===== src/rtl/fcal_pkg.sv =====
// Shared types and constants for the fault code aging lists block.
// No dependencies; imported by every module of the block.
package fcal_pkg;

    localparam int CODE_W    = 8;
    localparam int LIFE_W    = 8;
    localparam int ENTRY_W   = CODE_W + LIFE_W;
    localparam int LIST_ID_W = 2;
    localparam int SLOT_W    = 4;
    localparam int CNT_W     = 4;
    localparam int APP_W     = 2;

    localparam logic [LIFE_W-1:0] LIFETIME_RESET = 8'd12;

    // List identifiers, also the order in which lists are reported.
    localparam logic [LIST_ID_W-1:0] LIST_BATTERY = 2'd0;
    localparam logic [LIST_ID_W-1:0] LIST_MOTOR   = 2'd1;
    localparam logic [LIST_ID_W-1:0] LIST_OTHER   = 2'd2;

    // Code positions within one list unit, in the order they are applied.
    localparam logic [APP_W-1:0] APP_A = 2'd0;
    localparam logic [APP_W-1:0] APP_B = 2'd1;
    localparam logic [APP_W-1:0] APP_C = 2'd2;

    // Commands from the controller to the datapath.
    typedef struct packed {
        logic cfg_wr;
        logic start;
        logic scan;
        logic append;
        logic rep_rd;
        logic rep_load;
    } fcal_cmd_t;

    // Commands from the datapath to one list unit.
    typedef struct packed {
        logic start;
        logic scan;
        logic append;
        logic rep_rd;
        logic rep_load;
    } fcal_lcmd_t;

    // Status from the datapath to the controller.
    typedef struct packed {
        logic out_valid;
    } fcal_sts_t;

endpackage


===== src/rtl/fault_code_aging_lists.sv =====
// Fault code aging lists: battery, motor and other lists with aging entries.
// Input channel in_valid/in_ready takes one frame: motor_code, battery_code and
// other_code_a..c. A zero code means none. The other list applies codes a, b, then c,
// in parallel with battery and motor; a live match is refreshed, a new code is appended.
// Output channel out_valid/out_ready returns 3 * LIST_DEPTH slot results per frame,
// battery list first, slots ascending; last marks the final one.
// Config channel cfg_valid/cfg_ready writes entry_lifetime (reset 12) while idle.
// Flow: after a frame transfer the lists are compacted in one scan of all LIST_DEPTH slots
// (all three list memories in parallel), then appended for code positions a, b and c.
// Results then follow one per cycle while the receiver does not stall, bound by the single
// read port of each list memory. A new frame is taken only after the report run ends.
// A stalled receiver holds the output register and pauses the report run; the next
// frame is accepted while the final result still waits in the output register.
// Reset empties all lists and loads the lifetime default; no clearing pass is run.
// Depends on fcal_pkg, fcal_ctrl and fcal_dp.
module fault_code_aging_lists #(
    parameter int LIST_DEPTH = 15
) (
    input  logic                           clk,
    input  logic                           rst_n,
    input  logic                           in_valid,
    output logic                           in_ready,
    input  logic [fcal_pkg::CODE_W-1:0]    motor_code,
    input  logic [fcal_pkg::CODE_W-1:0]    battery_code,
    input  logic [fcal_pkg::CODE_W-1:0]    other_code_a,
    input  logic [fcal_pkg::CODE_W-1:0]    other_code_b,
    input  logic [fcal_pkg::CODE_W-1:0]    other_code_c,
    input  logic                           cfg_valid,
    output logic                           cfg_ready,
    input  logic [fcal_pkg::LIFE_W-1:0]    entry_lifetime,
    output logic                           out_valid,
    input  logic                           out_ready,
    output logic [fcal_pkg::LIST_ID_W-1:0] list_id,
    output logic [fcal_pkg::SLOT_W-1:0]    slot,
    output logic [fcal_pkg::CODE_W-1:0]    code,
    output logic                           live_flag,
    output logic [fcal_pkg::CNT_W-1:0]     live_count,
    output logic                           last
);
    import fcal_pkg::*;

    localparam int AW = $clog2(LIST_DEPTH);

    fcal_cmd_t            cmd;
    fcal_sts_t            sts;
    logic [AW-1:0]        slot_addr;
    logic [APP_W-1:0]     app_idx;
    logic [LIST_ID_W-1:0] list_sel;

    // Sequencer for one frame.
    fcal_ctrl #(.LIST_DEPTH(LIST_DEPTH)) u_ctrl (
        .clk       (clk),
        .rst_n     (rst_n),
        .in_valid  (in_valid),
        .in_ready  (in_ready),
        .cfg_valid (cfg_valid),
        .cfg_ready (cfg_ready),
        .out_ready (out_ready),
        .sts       (sts),
        .cmd       (cmd),
        .slot_addr (slot_addr),
        .app_idx   (app_idx),
        .list_sel  (list_sel)
    );

    // List storage and result path.
    fcal_dp #(.LIST_DEPTH(LIST_DEPTH)) u_dp (
        .clk            (clk),
        .rst_n          (rst_n),
        .cmd            (cmd),
        .slot_addr      (slot_addr),
        .app_idx        (app_idx),
        .list_sel       (list_sel),
        .entry_lifetime (entry_lifetime),
        .motor_code     (motor_code),
        .battery_code   (battery_code),
        .other_code_a   (other_code_a),
        .other_code_b   (other_code_b),
        .other_code_c   (other_code_c),
        .out_ready      (out_ready),
        .sts            (sts),
        .out_valid      (out_valid),
        .list_id        (list_id),
        .slot           (slot),
        .code           (code),
        .live_flag      (live_flag),
        .live_count     (live_count),
        .last           (last)
    );

endmodule


===== src/rtl/fcal_list.sv =====
// One fault code list: entry memory, compaction scan, appends and aging write-back.
// Depends on fcal_pkg.
module fcal_list #(
    parameter int DEPTH = 15,
    localparam int AW = $clog2(DEPTH),
    localparam int CW = $clog2(DEPTH + 1)
) (
    input  logic                        clk,
    input  logic                        rst_n,
    input  fcal_pkg::fcal_lcmd_t        cmd,
    input  logic [AW-1:0]               rd_addr,
    input  logic [fcal_pkg::APP_W-1:0]  app_idx,
    input  logic [fcal_pkg::CODE_W-1:0] code_a,
    input  logic [fcal_pkg::CODE_W-1:0] code_b,
    input  logic [fcal_pkg::CODE_W-1:0] code_c,
    input  logic [fcal_pkg::LIFE_W-1:0] lifetime,
    output logic [fcal_pkg::CODE_W-1:0] out_code,
    output logic                        out_live,
    output logic [CW-1:0]               out_cnt,
    output logic [AW-1:0]               out_slot
);
    import fcal_pkg::*;

    logic [ENTRY_W-1:0] mem [DEPTH];
    logic [ENTRY_W-1:0] rd_entry_reg;
    logic [AW-1:0]      rd_slot_reg;

    logic          scan_v_reg, scan_v_next;
    logic [CW-1:0] n_reg, n_next;
    logic [CW-1:0] cnt_reg, cnt_next;
    logic [CW-1:0] span_reg, span_next;
    logic [2:0]    found_reg, found_next;

    logic [CODE_W-1:0]  rd_code;
    logic [LIFE_W-1:0]  rd_life;
    logic               rd_live;
    logic               rd_en;
    logic               hit_a, hit_b, hit_c;
    logic               kill_early;
    logic [LIFE_W-1:0]  scan_life;
    logic               scan_wr;
    logic [CODE_W-1:0]  app_code;
    logic               app_found;
    logic               app_dup;
    logic               app_wr;
    logic               age_wr;
    logic               wr_en;
    logic [AW-1:0]      wr_addr;
    logic [ENTRY_W-1:0] wr_data;

    // A slot at or beyond the span has not been written since the last update.
    assign rd_code = rd_entry_reg[ENTRY_W-1:LIFE_W];
    assign rd_life = rd_entry_reg[LIFE_W-1:0];
    assign rd_live = (CW'(rd_slot_reg) < span_reg) && (rd_life != '0);
    assign rd_en   = cmd.scan || cmd.rep_rd;

    // Match the slot being compacted against the pending codes.
    assign hit_a = rd_live && (code_a != '0) && (rd_code == code_a);
    assign hit_b = rd_live && (code_b != '0) && (rd_code == code_b);
    assign hit_c = rd_live && (code_c != '0) && (rd_code == code_c);

    // With a zero lifetime a slot hit by an earlier code is dropped by the same
    // compaction, while a slot hit only by the final code stays as a dead hole.
    assign kill_early = (hit_a || hit_b) && (lifetime == '0);
    assign scan_life  = (hit_a || hit_b || hit_c) ? lifetime : rd_life;
    assign scan_wr    = scan_v_reg && rd_live && !kill_early;

    // Append step for one code position.
    always_comb
    begin
        case (app_idx)
            APP_A:   app_code = code_a;
            APP_B:   app_code = code_b;
            default: app_code = code_c;
        endcase
    end

    assign app_found = found_reg[app_idx];
    assign app_dup   = ((app_idx == APP_B) && (code_b == code_a)) ||
                       ((app_idx == APP_C) && ((code_c == code_a) || (code_c == code_b)));
    assign app_wr    = cmd.append && (app_code != '0) && !app_found && !app_dup &&
                       (lifetime != '0) && (n_reg < CW'(DEPTH));

    // Aging write-back when the slot's result moves to the output register.
    assign age_wr = cmd.rep_load && rd_live;

    // Single write port shared by compaction, append and aging.
    always_comb
    begin
        wr_en   = 1'b0;
        wr_addr = n_reg[AW-1:0];
        wr_data = {rd_code, scan_life};
        if (scan_wr)
        begin
            wr_en = 1'b1;
        end
        else if (app_wr)
        begin
            wr_en   = 1'b1;
            wr_data = {app_code, lifetime};
        end
        else if (age_wr)
        begin
            wr_en   = 1'b1;
            wr_addr = rd_slot_reg;
            wr_data = {rd_code, rd_life - LIFE_W'(1)};
        end
    end

    // Entry memory with registered read.
    always_ff @(posedge clk)
    begin
        if (wr_en)
        begin
            mem[wr_addr] <= wr_data;
        end
        if (rd_en)
        begin
            rd_entry_reg <= mem[rd_addr];
            rd_slot_reg  <= rd_addr;
        end
    end

    // Write pointer, live count, span and match flags.
    always_comb
    begin
        scan_v_next = cmd.scan;
        n_next      = n_reg;
        cnt_next    = cnt_reg;
        span_next   = span_reg;
        found_next  = found_reg;
        if (cmd.start)
        begin
            n_next     = '0;
            cnt_next   = '0;
            found_next = '0;
        end
        if (scan_v_reg)
        begin
            found_next = found_reg | {hit_c, hit_b, hit_a};
        end
        if (scan_wr)
        begin
            n_next = n_reg + CW'(1);
            if (scan_life != '0)
            begin
                cnt_next = cnt_reg + CW'(1);
            end
        end
        if (app_wr)
        begin
            n_next   = n_reg + CW'(1);
            cnt_next = cnt_reg + CW'(1);
        end
        if (cmd.append)
        begin
            span_next = n_next;
        end
    end

    always_ff @(posedge clk or negedge rst_n)
    begin
        if (!rst_n)
        begin
            scan_v_reg <= 1'b0;
            n_reg      <= '0;
            cnt_reg    <= '0;
            span_reg   <= '0;
            found_reg  <= '0;
        end
        else
        begin
            scan_v_reg <= scan_v_next;
            n_reg      <= n_next;
            cnt_reg    <= cnt_next;
            span_reg   <= span_next;
            found_reg  <= found_next;
        end
    end

    assign out_code = rd_live ? rd_code : '0;
    assign out_live = rd_live;
    assign out_cnt  = cnt_reg;
    assign out_slot = rd_slot_reg;

endmodule


===== src/rtl/fcal_dp.sv =====
// Datapath: lifetime register, frame code registers, three list units, output register.
// Depends on fcal_pkg and fcal_list.
module fcal_dp #(
    parameter int LIST_DEPTH = 15,
    localparam int AW = $clog2(LIST_DEPTH)
) (
    input  logic                           clk,
    input  logic                           rst_n,
    input  fcal_pkg::fcal_cmd_t            cmd,
    input  logic [AW-1:0]                  slot_addr,
    input  logic [fcal_pkg::APP_W-1:0]     app_idx,
    input  logic [fcal_pkg::LIST_ID_W-1:0] list_sel,
    input  logic [fcal_pkg::LIFE_W-1:0]    entry_lifetime,
    input  logic [fcal_pkg::CODE_W-1:0]    motor_code,
    input  logic [fcal_pkg::CODE_W-1:0]    battery_code,
    input  logic [fcal_pkg::CODE_W-1:0]    other_code_a,
    input  logic [fcal_pkg::CODE_W-1:0]    other_code_b,
    input  logic [fcal_pkg::CODE_W-1:0]    other_code_c,
    input  logic                           out_ready,
    output fcal_pkg::fcal_sts_t            sts,
    output logic                           out_valid,
    output logic [fcal_pkg::LIST_ID_W-1:0] list_id,
    output logic [fcal_pkg::SLOT_W-1:0]    slot,
    output logic [fcal_pkg::CODE_W-1:0]    code,
    output logic                           live_flag,
    output logic [fcal_pkg::CNT_W-1:0]     live_count,
    output logic                           last
);
    import fcal_pkg::*;

    localparam int CW = $clog2(LIST_DEPTH + 1);

    logic [LIFE_W-1:0]    lifetime_reg;
    logic [CODE_W-1:0]    motor_reg, battery_reg, oa_reg, ob_reg, oc_reg;
    logic [LIST_ID_W-1:0] pend_list_reg;

    logic                 out_valid_reg;
    logic [LIST_ID_W-1:0] list_id_reg;
    logic [SLOT_W-1:0]    slot_reg;
    logic [CODE_W-1:0]    code_reg;
    logic                 live_reg;
    logic [CNT_W-1:0]     count_reg;
    logic                 last_reg;

    fcal_lcmd_t lcmd_bat, lcmd_mot, lcmd_oth;

    logic [CODE_W-1:0] bat_code, mot_code, oth_code, sel_code;
    logic              bat_live, mot_live, oth_live, sel_live;
    logic [CW-1:0]     bat_cnt, mot_cnt, oth_cnt, sel_cnt;
    logic [AW-1:0]     bat_slot, mot_slot, oth_slot, sel_slot;

    // Lifetime register, written through the configuration channel.
    always_ff @(posedge clk or negedge rst_n)
    begin
        if (!rst_n)
        begin
            lifetime_reg <= LIFETIME_RESET;
        end
        else if (cmd.cfg_wr)
        begin
            lifetime_reg <= entry_lifetime;
        end
    end

    // Frame codes are held for the whole update, and the list of each report read.
    always_ff @(posedge clk)
    begin
        if (cmd.start)
        begin
            motor_reg   <= motor_code;
            battery_reg <= battery_code;
            oa_reg      <= other_code_a;
            ob_reg      <= other_code_b;
            oc_reg      <= other_code_c;
        end
        if (cmd.rep_rd)
        begin
            pend_list_reg <= list_sel;
        end
    end

    // Per-list commands: report reads and loads go to one list only.
    always_comb
    begin
        lcmd_bat.start    = cmd.start;
        lcmd_bat.scan     = cmd.scan;
        lcmd_bat.append   = cmd.append;
        lcmd_bat.rep_rd   = cmd.rep_rd && (list_sel == LIST_BATTERY);
        lcmd_bat.rep_load = cmd.rep_load && (pend_list_reg == LIST_BATTERY);
        lcmd_mot          = lcmd_bat;
        lcmd_mot.rep_rd   = cmd.rep_rd && (list_sel == LIST_MOTOR);
        lcmd_mot.rep_load = cmd.rep_load && (pend_list_reg == LIST_MOTOR);
        lcmd_oth          = lcmd_bat;
        lcmd_oth.rep_rd   = cmd.rep_rd && (list_sel == LIST_OTHER);
        lcmd_oth.rep_load = cmd.rep_load && (pend_list_reg == LIST_OTHER);
    end

    // The single-code lists take their code in the last position.
    fcal_list #(.DEPTH(LIST_DEPTH)) u_battery (
        .clk      (clk),
        .rst_n    (rst_n),
        .cmd      (lcmd_bat),
        .rd_addr  (slot_addr),
        .app_idx  (app_idx),
        .code_a   ('0),
        .code_b   ('0),
        .code_c   (battery_reg),
        .lifetime (lifetime_reg),
        .out_code (bat_code),
        .out_live (bat_live),
        .out_cnt  (bat_cnt),
        .out_slot (bat_slot)
    );

    fcal_list #(.DEPTH(LIST_DEPTH)) u_motor (
        .clk      (clk),
        .rst_n    (rst_n),
        .cmd      (lcmd_mot),
        .rd_addr  (slot_addr),
        .app_idx  (app_idx),
        .code_a   ('0),
        .code_b   ('0),
        .code_c   (motor_reg),
        .lifetime (lifetime_reg),
        .out_code (mot_code),
        .out_live (mot_live),
        .out_cnt  (mot_cnt),
        .out_slot (mot_slot)
    );

    fcal_list #(.DEPTH(LIST_DEPTH)) u_other (
        .clk      (clk),
        .rst_n    (rst_n),
        .cmd      (lcmd_oth),
        .rd_addr  (slot_addr),
        .app_idx  (app_idx),
        .code_a   (oa_reg),
        .code_b   (ob_reg),
        .code_c   (oc_reg),
        .lifetime (lifetime_reg),
        .out_code (oth_code),
        .out_live (oth_live),
        .out_cnt  (oth_cnt),
        .out_slot (oth_slot)
    );

    // Select the list whose slot is waiting to be reported.
    always_comb
    begin
        unique case (pend_list_reg)
            LIST_BATTERY:
            begin
                sel_code = bat_code;
                sel_live = bat_live;
                sel_cnt  = bat_cnt;
                sel_slot = bat_slot;
            end
            LIST_MOTOR:
            begin
                sel_code = mot_code;
                sel_live = mot_live;
                sel_cnt  = mot_cnt;
                sel_slot = mot_slot;
            end
            default:
            begin
                sel_code = oth_code;
                sel_live = oth_live;
                sel_cnt  = oth_cnt;
                sel_slot = oth_slot;
            end
        endcase
    end

    // Output register: loads a slot result, empties on a transfer.
    always_ff @(posedge clk or negedge rst_n)
    begin
        if (!rst_n)
        begin
            out_valid_reg <= 1'b0;
        end
        else if (cmd.rep_load)
        begin
            out_valid_reg <= 1'b1;
        end
        else if (out_ready)
        begin
            out_valid_reg <= 1'b0;
        end
    end

    always_ff @(posedge clk)
    begin
        if (cmd.rep_load)
        begin
            list_id_reg <= pend_list_reg;
            slot_reg    <= SLOT_W'(sel_slot);
            code_reg    <= sel_code;
            live_reg    <= sel_live;
            count_reg   <= CNT_W'(sel_cnt);
            last_reg    <= (pend_list_reg == LIST_OTHER) &&
                           (sel_slot == AW'(LIST_DEPTH - 1));
        end
    end

    assign sts.out_valid = out_valid_reg;
    assign out_valid     = out_valid_reg;
    assign list_id       = list_id_reg;
    assign slot          = slot_reg;
    assign code          = code_reg;
    assign live_flag     = live_reg;
    assign live_count    = count_reg;
    assign last          = last_reg;

endmodule


===== src/rtl/fcal_ctrl.sv =====
// Controller: sequences frame accept, compaction scan, appends and the report run.
// Depends on fcal_pkg.
module fcal_ctrl #(
    parameter int LIST_DEPTH = 15,
    localparam int AW = $clog2(LIST_DEPTH)
) (
    input  logic                           clk,
    input  logic                           rst_n,
    input  logic                           in_valid,
    output logic                           in_ready,
    input  logic                           cfg_valid,
    output logic                           cfg_ready,
    input  logic                           out_ready,
    input  fcal_pkg::fcal_sts_t            sts,
    output fcal_pkg::fcal_cmd_t            cmd,
    output logic [AW-1:0]                  slot_addr,
    output logic [fcal_pkg::APP_W-1:0]     app_idx,
    output logic [fcal_pkg::LIST_ID_W-1:0] list_sel
);
    import fcal_pkg::*;

    localparam logic [2:0] S_IDLE     = 3'd0;
    localparam logic [2:0] S_SCAN     = 3'd1;
    localparam logic [2:0] S_SCAN_END = 3'd2;
    localparam logic [2:0] S_APPEND   = 3'd3;
    localparam logic [2:0] S_REPORT   = 3'd4;
    localparam logic [2:0] S_DRAIN    = 3'd5;

    logic [2:0]           state_reg, state_next;
    logic [AW-1:0]        slot_reg, slot_next;
    logic [APP_W-1:0]     app_reg, app_next;
    logic [LIST_ID_W-1:0] list_reg, list_next;
    logic                 pend_reg, pend_next;

    logic slot_last;
    logic load;
    logic issue;

    assign slot_last = (slot_reg == AW'(LIST_DEPTH - 1));

    // A read slot moves to the output register once that register is free.
    assign load = pend_reg && (!sts.out_valid || out_ready);

    always_comb
    begin
        state_next = state_reg;
        slot_next  = slot_reg;
        app_next   = app_reg;
        list_next  = list_reg;
        issue      = 1'b0;
        in_ready   = 1'b0;
        cfg_ready  = 1'b0;
        cmd        = '0;
        cmd.rep_load = load;
        unique case (state_reg)
            S_IDLE:
            begin
                in_ready   = 1'b1;
                cfg_ready  = 1'b1;
                cmd.cfg_wr = cfg_valid;
                if (in_valid)
                begin
                    cmd.start  = 1'b1;
                    slot_next  = '0;
                    state_next = S_SCAN;
                end
            end
            S_SCAN:
            begin
                cmd.scan = 1'b1;
                if (slot_last)
                begin
                    state_next = S_SCAN_END;
                end
                else
                begin
                    slot_next = slot_reg + AW'(1);
                end
            end
            S_SCAN_END:
            begin
                app_next   = APP_A;
                state_next = S_APPEND;
            end
            S_APPEND:
            begin
                cmd.append = 1'b1;
                if (app_reg == APP_C)
                begin
                    slot_next  = '0;
                    list_next  = LIST_BATTERY;
                    state_next = S_REPORT;
                end
                else
                begin
                    app_next = app_reg + APP_W'(1);
                end
            end
            S_REPORT:
            begin
                issue      = !pend_reg || load;
                cmd.rep_rd = issue;
                if (issue)
                begin
                    if (slot_last)
                    begin
                        slot_next = '0;
                        if (list_reg == LIST_OTHER)
                        begin
                            state_next = S_DRAIN;
                        end
                        else
                        begin
                            list_next = list_reg + LIST_ID_W'(1);
                        end
                    end
                    else
                    begin
                        slot_next = slot_reg + AW'(1);
                    end
                end
            end
            S_DRAIN:
            begin
                if (load)
                begin
                    state_next = S_IDLE;
                end
            end
            default:
            begin
                state_next = S_IDLE;
            end
        endcase
        pend_next = issue ? 1'b1 : (load ? 1'b0 : pend_reg);
    end

    always_ff @(posedge clk or negedge rst_n)
    begin
        if (!rst_n)
        begin
            state_reg <= S_IDLE;
            slot_reg  <= '0;
            app_reg   <= APP_A;
            list_reg  <= LIST_BATTERY;
            pend_reg  <= 1'b0;
        end
        else
        begin
            state_reg <= state_next;
            slot_reg  <= slot_next;
            app_reg   <= app_next;
            list_reg  <= list_next;
            pend_reg  <= pend_next;
        end
    end

    assign slot_addr = slot_reg;
    assign app_idx   = app_reg;
    assign list_sel  = list_reg;

endmodule


===== config.mk =====
export PLATFORM = sky130hd
export DESIGN_NAME = fault_code_aging_lists
export DESIGN_NICKNAME = d
export VERILOG_FILES = /design/src/rtl/fcal_pkg.sv /design/src/rtl/fault_code_aging_lists.sv /design/src/rtl/fcal_list.sv /design/src/rtl/fcal_dp.sv /design/src/rtl/fcal_ctrl.sv
export SDC_FILE = /design/constraint.sdc
export NUM_CORES = 1
export LEC_CHECK = 0
export BUFFER_PORTS_ARGS = -buffer_cell sky130_fd_sc_hd__buf_2
export CAP_MARGIN = 20
export CORE_MARGIN = 3
export CORE_UTILIZATION = 30
export CTS_CLUSTER_SIZE = 24
export DETAILED_ROUTE_END_ITERATION = 12
export SLEW_MARGIN = 25
export SYNTH_ARGS = -nofsm -noshare
export SYNTH_HDL_FRONTEND = slang
export SYNTH_HIERARCHICAL = 1
export SYNTH_SLANG_ARGS = --single-unit
export TNS_END_PERCENT = 20

===== constraint.sdc =====
create_clock -name clk -period 8.35 [get_ports clk]
set_input_delay 1.67 -clock clk [delete_from_list [all_inputs] [get_ports clk]]
set_output_delay 1.67 -clock clk [all_outputs]
set_load 0.1 [all_outputs]

==> flow_summary_export.csv <==
group,metric,value,unit
synthesis,syn_inst,2403,
cells_and_area,syn2layout_area_growth,15.25,%
place,dpl.hpwl,65020,um
timing,clock_skew,0.05642,ns
grt,grt-ovfl-total,0,
cells_and_area,nNetsFinal,2596,
floorplan,num_rows,133,
hold_path,worst_hold_path_type,"reg -> reg",
worst_setup_path,cp-end-kind,"register",
synthesis,async_reset_ff_share,7.574,%
worst_setup_path,ff2ff_setup_slack,4.00,ns
grt,grt_first_pass_wirelength,144600,um
synthesis,syn_avg_cell_area,16.70,um^2
timing,min_period,4.351,ns
place,port_buffers,75,
grt,grt_max_degree,89,
synthesis,synth_top_area_cell,"edfxtp_1",
timing,fmax,229.8,MHz
worst_setup_path,cp_data_required_time,8.74,ns
timing,finalSetupViolCount,0,
route,vias,21620,
timing,rsz0062_at_grt,"false",
pwr,power_density,393.7,mW/mm^2
synthesis,yosys-top-cells-area,"edfxtp_1 (63%), mux4_2 (11%), dfrtp_1 (4.2%), mux2i_1 (2.9%), xor2_1 (2.3%)",
floorplan,initial_core_util,30.37,%
floorplan,die_y,371.7,um
floorplan,core,0.1321,mm^2
worst_setup_path,worstSetupStartpointType,"register",
timing,min_period_over_period,52.11,%
cells_and_area,layout.cells.non_filler,4365,
synthesis,netlist_area,0.04013,mm^2
timing,max_slew.worst_pin.slew,1.037,ns
worst_setup_path,critPathLaunch,"u_ctrl/state_reg[0]",
synthesis,synth.distinct_cells,95,
synthesis,yosysWarningCount,6,
route,wl_per_cell,22.37,um
grt,grt_pass1_vias,21080,
floorplan,die_w,371.7,um
clock_network,cts_setup_buffers,0,
place,place_congestion,0.8693,
route,antenna_left,0,
synthesis,synth.top_cell.area_share,63.01,%
cells_and_area,reg.largest.list,"u_dp/u_battery/mem: 240 flops, u_dp/u_motor/mem: 240 flops, u_dp/u_other/mem: 240 flops",
timing,drv_slew,0,
synthesis,synth_edf_count,842,
worst_setup_path,reg2reg_to,"u_dp/u_battery/mem[7][8]",
clock_network,clock-sinks,911,
route,drt-initial-drc-count,2091,
timing,hold_viol_final,0,
worst_setup_path,cp_max_fo,13,
clock_network,cts-resized-gates,0,
clock_network,clkLatencyLatePin,0.69,ns
grt,antenna_found_initial,7,
clock_network,cts_made_buffers,97,
cells_and_area,fillers,12420,
floorplan,dieArea,0.1382,mm^2
synthesis,ys_seq_area_share,67.32,%
timing,maxSlewHeadroom,30.87,%
pwr,power.leakage,0.01539,uW
cells_and_area,drive_above_1_share,24.16,%
pwr,peakVddDrop,0.2341,mV
clock_network,clockBufferDepth,3,
route,drt_wl_total,97670,um
synthesis,yosys_register_bits,911,
clock_network,cts_htree_levels,3,
clock_network,cts_hold_buf,0,
worst_setup_path,crit_end,"u_dp/u_battery/mem[7][8]",
clock_network,clk_pin_slew_worst_paths,0.06,ns
timing,setup_tns,0,ns
worst_setup_path,timing.rr.start,"u_ctrl/state_reg[0]",
floorplan,ioPinCount,76,
worst_setup_path,cp.arrival,4.74,ns
run,cap_violations,0,
worst_setup_path,crit_type,"reg -> reg",
route,detail_route.vias_per_cell,4.953,
route,first_pass_iters,5,
clock_network,root_buffer,"clkbuf_16",
route,drc,0,
worst_setup_path,r2r_cells,9,
grt,gr-usage-all-layers,14.07,%
synthesis,ys.flop_type,"edfxtp_1",
outcome,outcome,"completed",
place,post-place-cells,4176,
clock_network,cts_tree,"yes",
==> worst max-delay path: stages (launching register included) <==
cell and delay, ns:
dfrtp_1 0.56, and3b_1 0.50, buf_4 0.29, o211ai_1 0.11, a211o_1 0.30, a221oi_2 0.75, nor2_4 0.22, mux2_2 0.45
nor4_4 0.61, buf_6 0.24
==> cells by family (layout without fill, tap and decap cells) <==
| logic type | Yosys count | after routing | synth area share [%] |
|---|---|---|---|
| adders and majority gates | 22 | 22 | 0.6860 |
| xor gates and xnor gates | 148 | 148 | 3.230 |
| muxes | 352 | 352 | 14.99 |
| AOI/OAI and AO/OA | 285 | 285 | 4.727 |
| DFF | 911 | 911 | 67.32 |
| buffers and inverters | 220 | 370 | 2.535 |
| and+or+nand+nor | 464 | 464 | 6.498 |
| other | 1 | 58 | 0.009346 |
==> cell type report <==
cell class	count	area (um^2)	share of cell area, %
Antenna cell	6	15.01	0.03247
Clock buffer	115	2505	5.417
Clock inverter	67	800.8	1.732
Inverter	51	191.4	0.4140
Multi-Input combinational cell	1323	12640	27.34
Sequential cell	911	27030	58.45
Tap cell	1755	2196	4.748
Timing Repair Buffer	137	863.3	1.867
==> power breakdown <==
group	internal [uW]	leakage [uW]	switching [uW]
Sequential	6830	0.00853	834
Combinational	2320	0.00527	3820
Clock	2570	0.00159	1830
==> metrics by stage <==
step                      utilization [%]  setup WS, ns  area [um^2]  hold slack (ns)  power (uW)
after floorplan                         -         2.761        40320           0.4360       11470
after global placement              32.44         3.479        42860           0.4645       13810
after detailed placement            32.46         3.592        42890           0.4776       13930
after CTS                           34.96         3.745        46190           0.4903       18360
after global routing                34.99         3.682        46230           0.5142       19100
final                               35.00         3.999        46240           0.4879       18210
==> layer usage <==
metal / up-vias / global-route usage, % / wire length (um)
met1: 11090 / 21.05 / 45560
met2: 695 / 20.95 / 43530
met4: 4 / 3.466 / 1633
li1: 9715 / - / -
met5: - / 0 / 27
met3: 122 / 2.731 / 6911
==> cells in the final DEF, fill, tap and decap left out, types with 10 or more instances in the layout <==
master | Yosys | final
edfxtp_1 | 842 | 842
mux4_2 | 193 | 193
nand2_1 | 136 | 136
mux2i_1 | 115 | 115
xor2_1 | 107 | 107
o21ai_0 | 100 | 100
clkbuf_16 | 0 | 97
buf_2 | 56 | 74
dfrtp_1 | 67 | 61
buf_4 | 9 | 60
conb_1 | 1 | 52
inv_1 | 51 | 51
nor2_1 | 46 | 46
xnor2_1 | 41 | 41
nor4_1 | 53 | 41
nand3_1 | 36 | 36
o21ai_1 | 33 | 33
mux2_2 | 31 | 31
and3_1 | 23 | 23
ha_1 | 22 | 22
nand2b_1 | 21 | 21
clkinv_1 | 0 | 18
a21oi_1 | 23 | 18
clkbuf_1 | 61 | 17
clkinv_2 | 0 | 17
nor4b_2 | 0 | 16
nor3_1 | 14 | 14
bufinv_16 | 0 | 13
or2_2 | 13 | 13
o211ai_1 | 13 | 13
nor2b_1 | 12 | 12
nand4_1 | 12 | 12
nor4_2 | 2 | 12
o22ai_2 | 0 | 12
and2_1 | 12 | 11
or3_1 | 11 | 11
nand3b_1 | 10 | 10
==> worst min-delay path by stage <==
stage                                start                          end  slack (ns)  cells past startpoint
2_1_floorplan        u_dp/pend_list_reg[1]              u_dp/list_id[1]        0.44                      0
3_3_place_gp     u_dp/u_other/found_reg[0]    u_dp/u_other/found_reg[0]        0.46                      2
3_5_place_dp     u_dp/u_other/found_reg[0]    u_dp/u_other/found_reg[0]        0.48                      2
4_1_cts          u_dp/u_other/found_reg[0]    u_dp/u_other/found_reg[0]        0.49                      2
5_1_grt          u_dp/u_motor/found_reg[0]    u_dp/u_motor/found_reg[0]        0.51                      2
6_report       u_dp/u_battery/found_reg[1]  u_dp/u_battery/found_reg[1]        0.49                      2
==> cell usage after synthesis, types with 5 or more instances <==
| master | n |
|---|---|
| edfxtp_1 | 842 |
| mux4_2 | 193 |
| nand2_1 | 136 |
| mux2i_1 | 115 |
| xor2_1 | 107 |
| o21ai_0 | 100 |
| dfrtp_1 | 67 |
| clkbuf_1 | 61 |
| buf_2 | 56 |
| nor4_1 | 53 |
| inv_1 | 51 |
| nor2_1 | 46 |
| xnor2_1 | 41 |
| nand3_1 | 36 |
| o21ai_1 | 33 |
| mux2_2 | 31 |
| a21oi_1 | 23 |
| and3_1 | 23 |
| buf_1 | 23 |
| ha_1 | 22 |
| nand2b_1 | 21 |
| nor4b_1 | 18 |
| o22ai_1 | 15 |
| nor3_1 | 14 |
| o211ai_1 | 13 |
| or2_2 | 13 |
| and2_1 | 12 |
| nand4_1 | 12 |
| nor2b_1 | 12 |
| or3_1 | 11 |
| buf_6 | 10 |
| clkbuf_2 | 10 |
| nand3b_1 | 10 |
| buf_4 | 9 |
| or4_1 | 9 |
| o221ai_1 | 8 |
| mux2_1 | 7 |
| a211oi_1 | 6 |
| a21o_1 | 6 |
| mux2_4 | 6 |
| a22oi_1 | 5 |
| and4_1 | 5 |
| o31ai_1 | 5 |
Note: power is estimated with default switching activity, not from simulation.
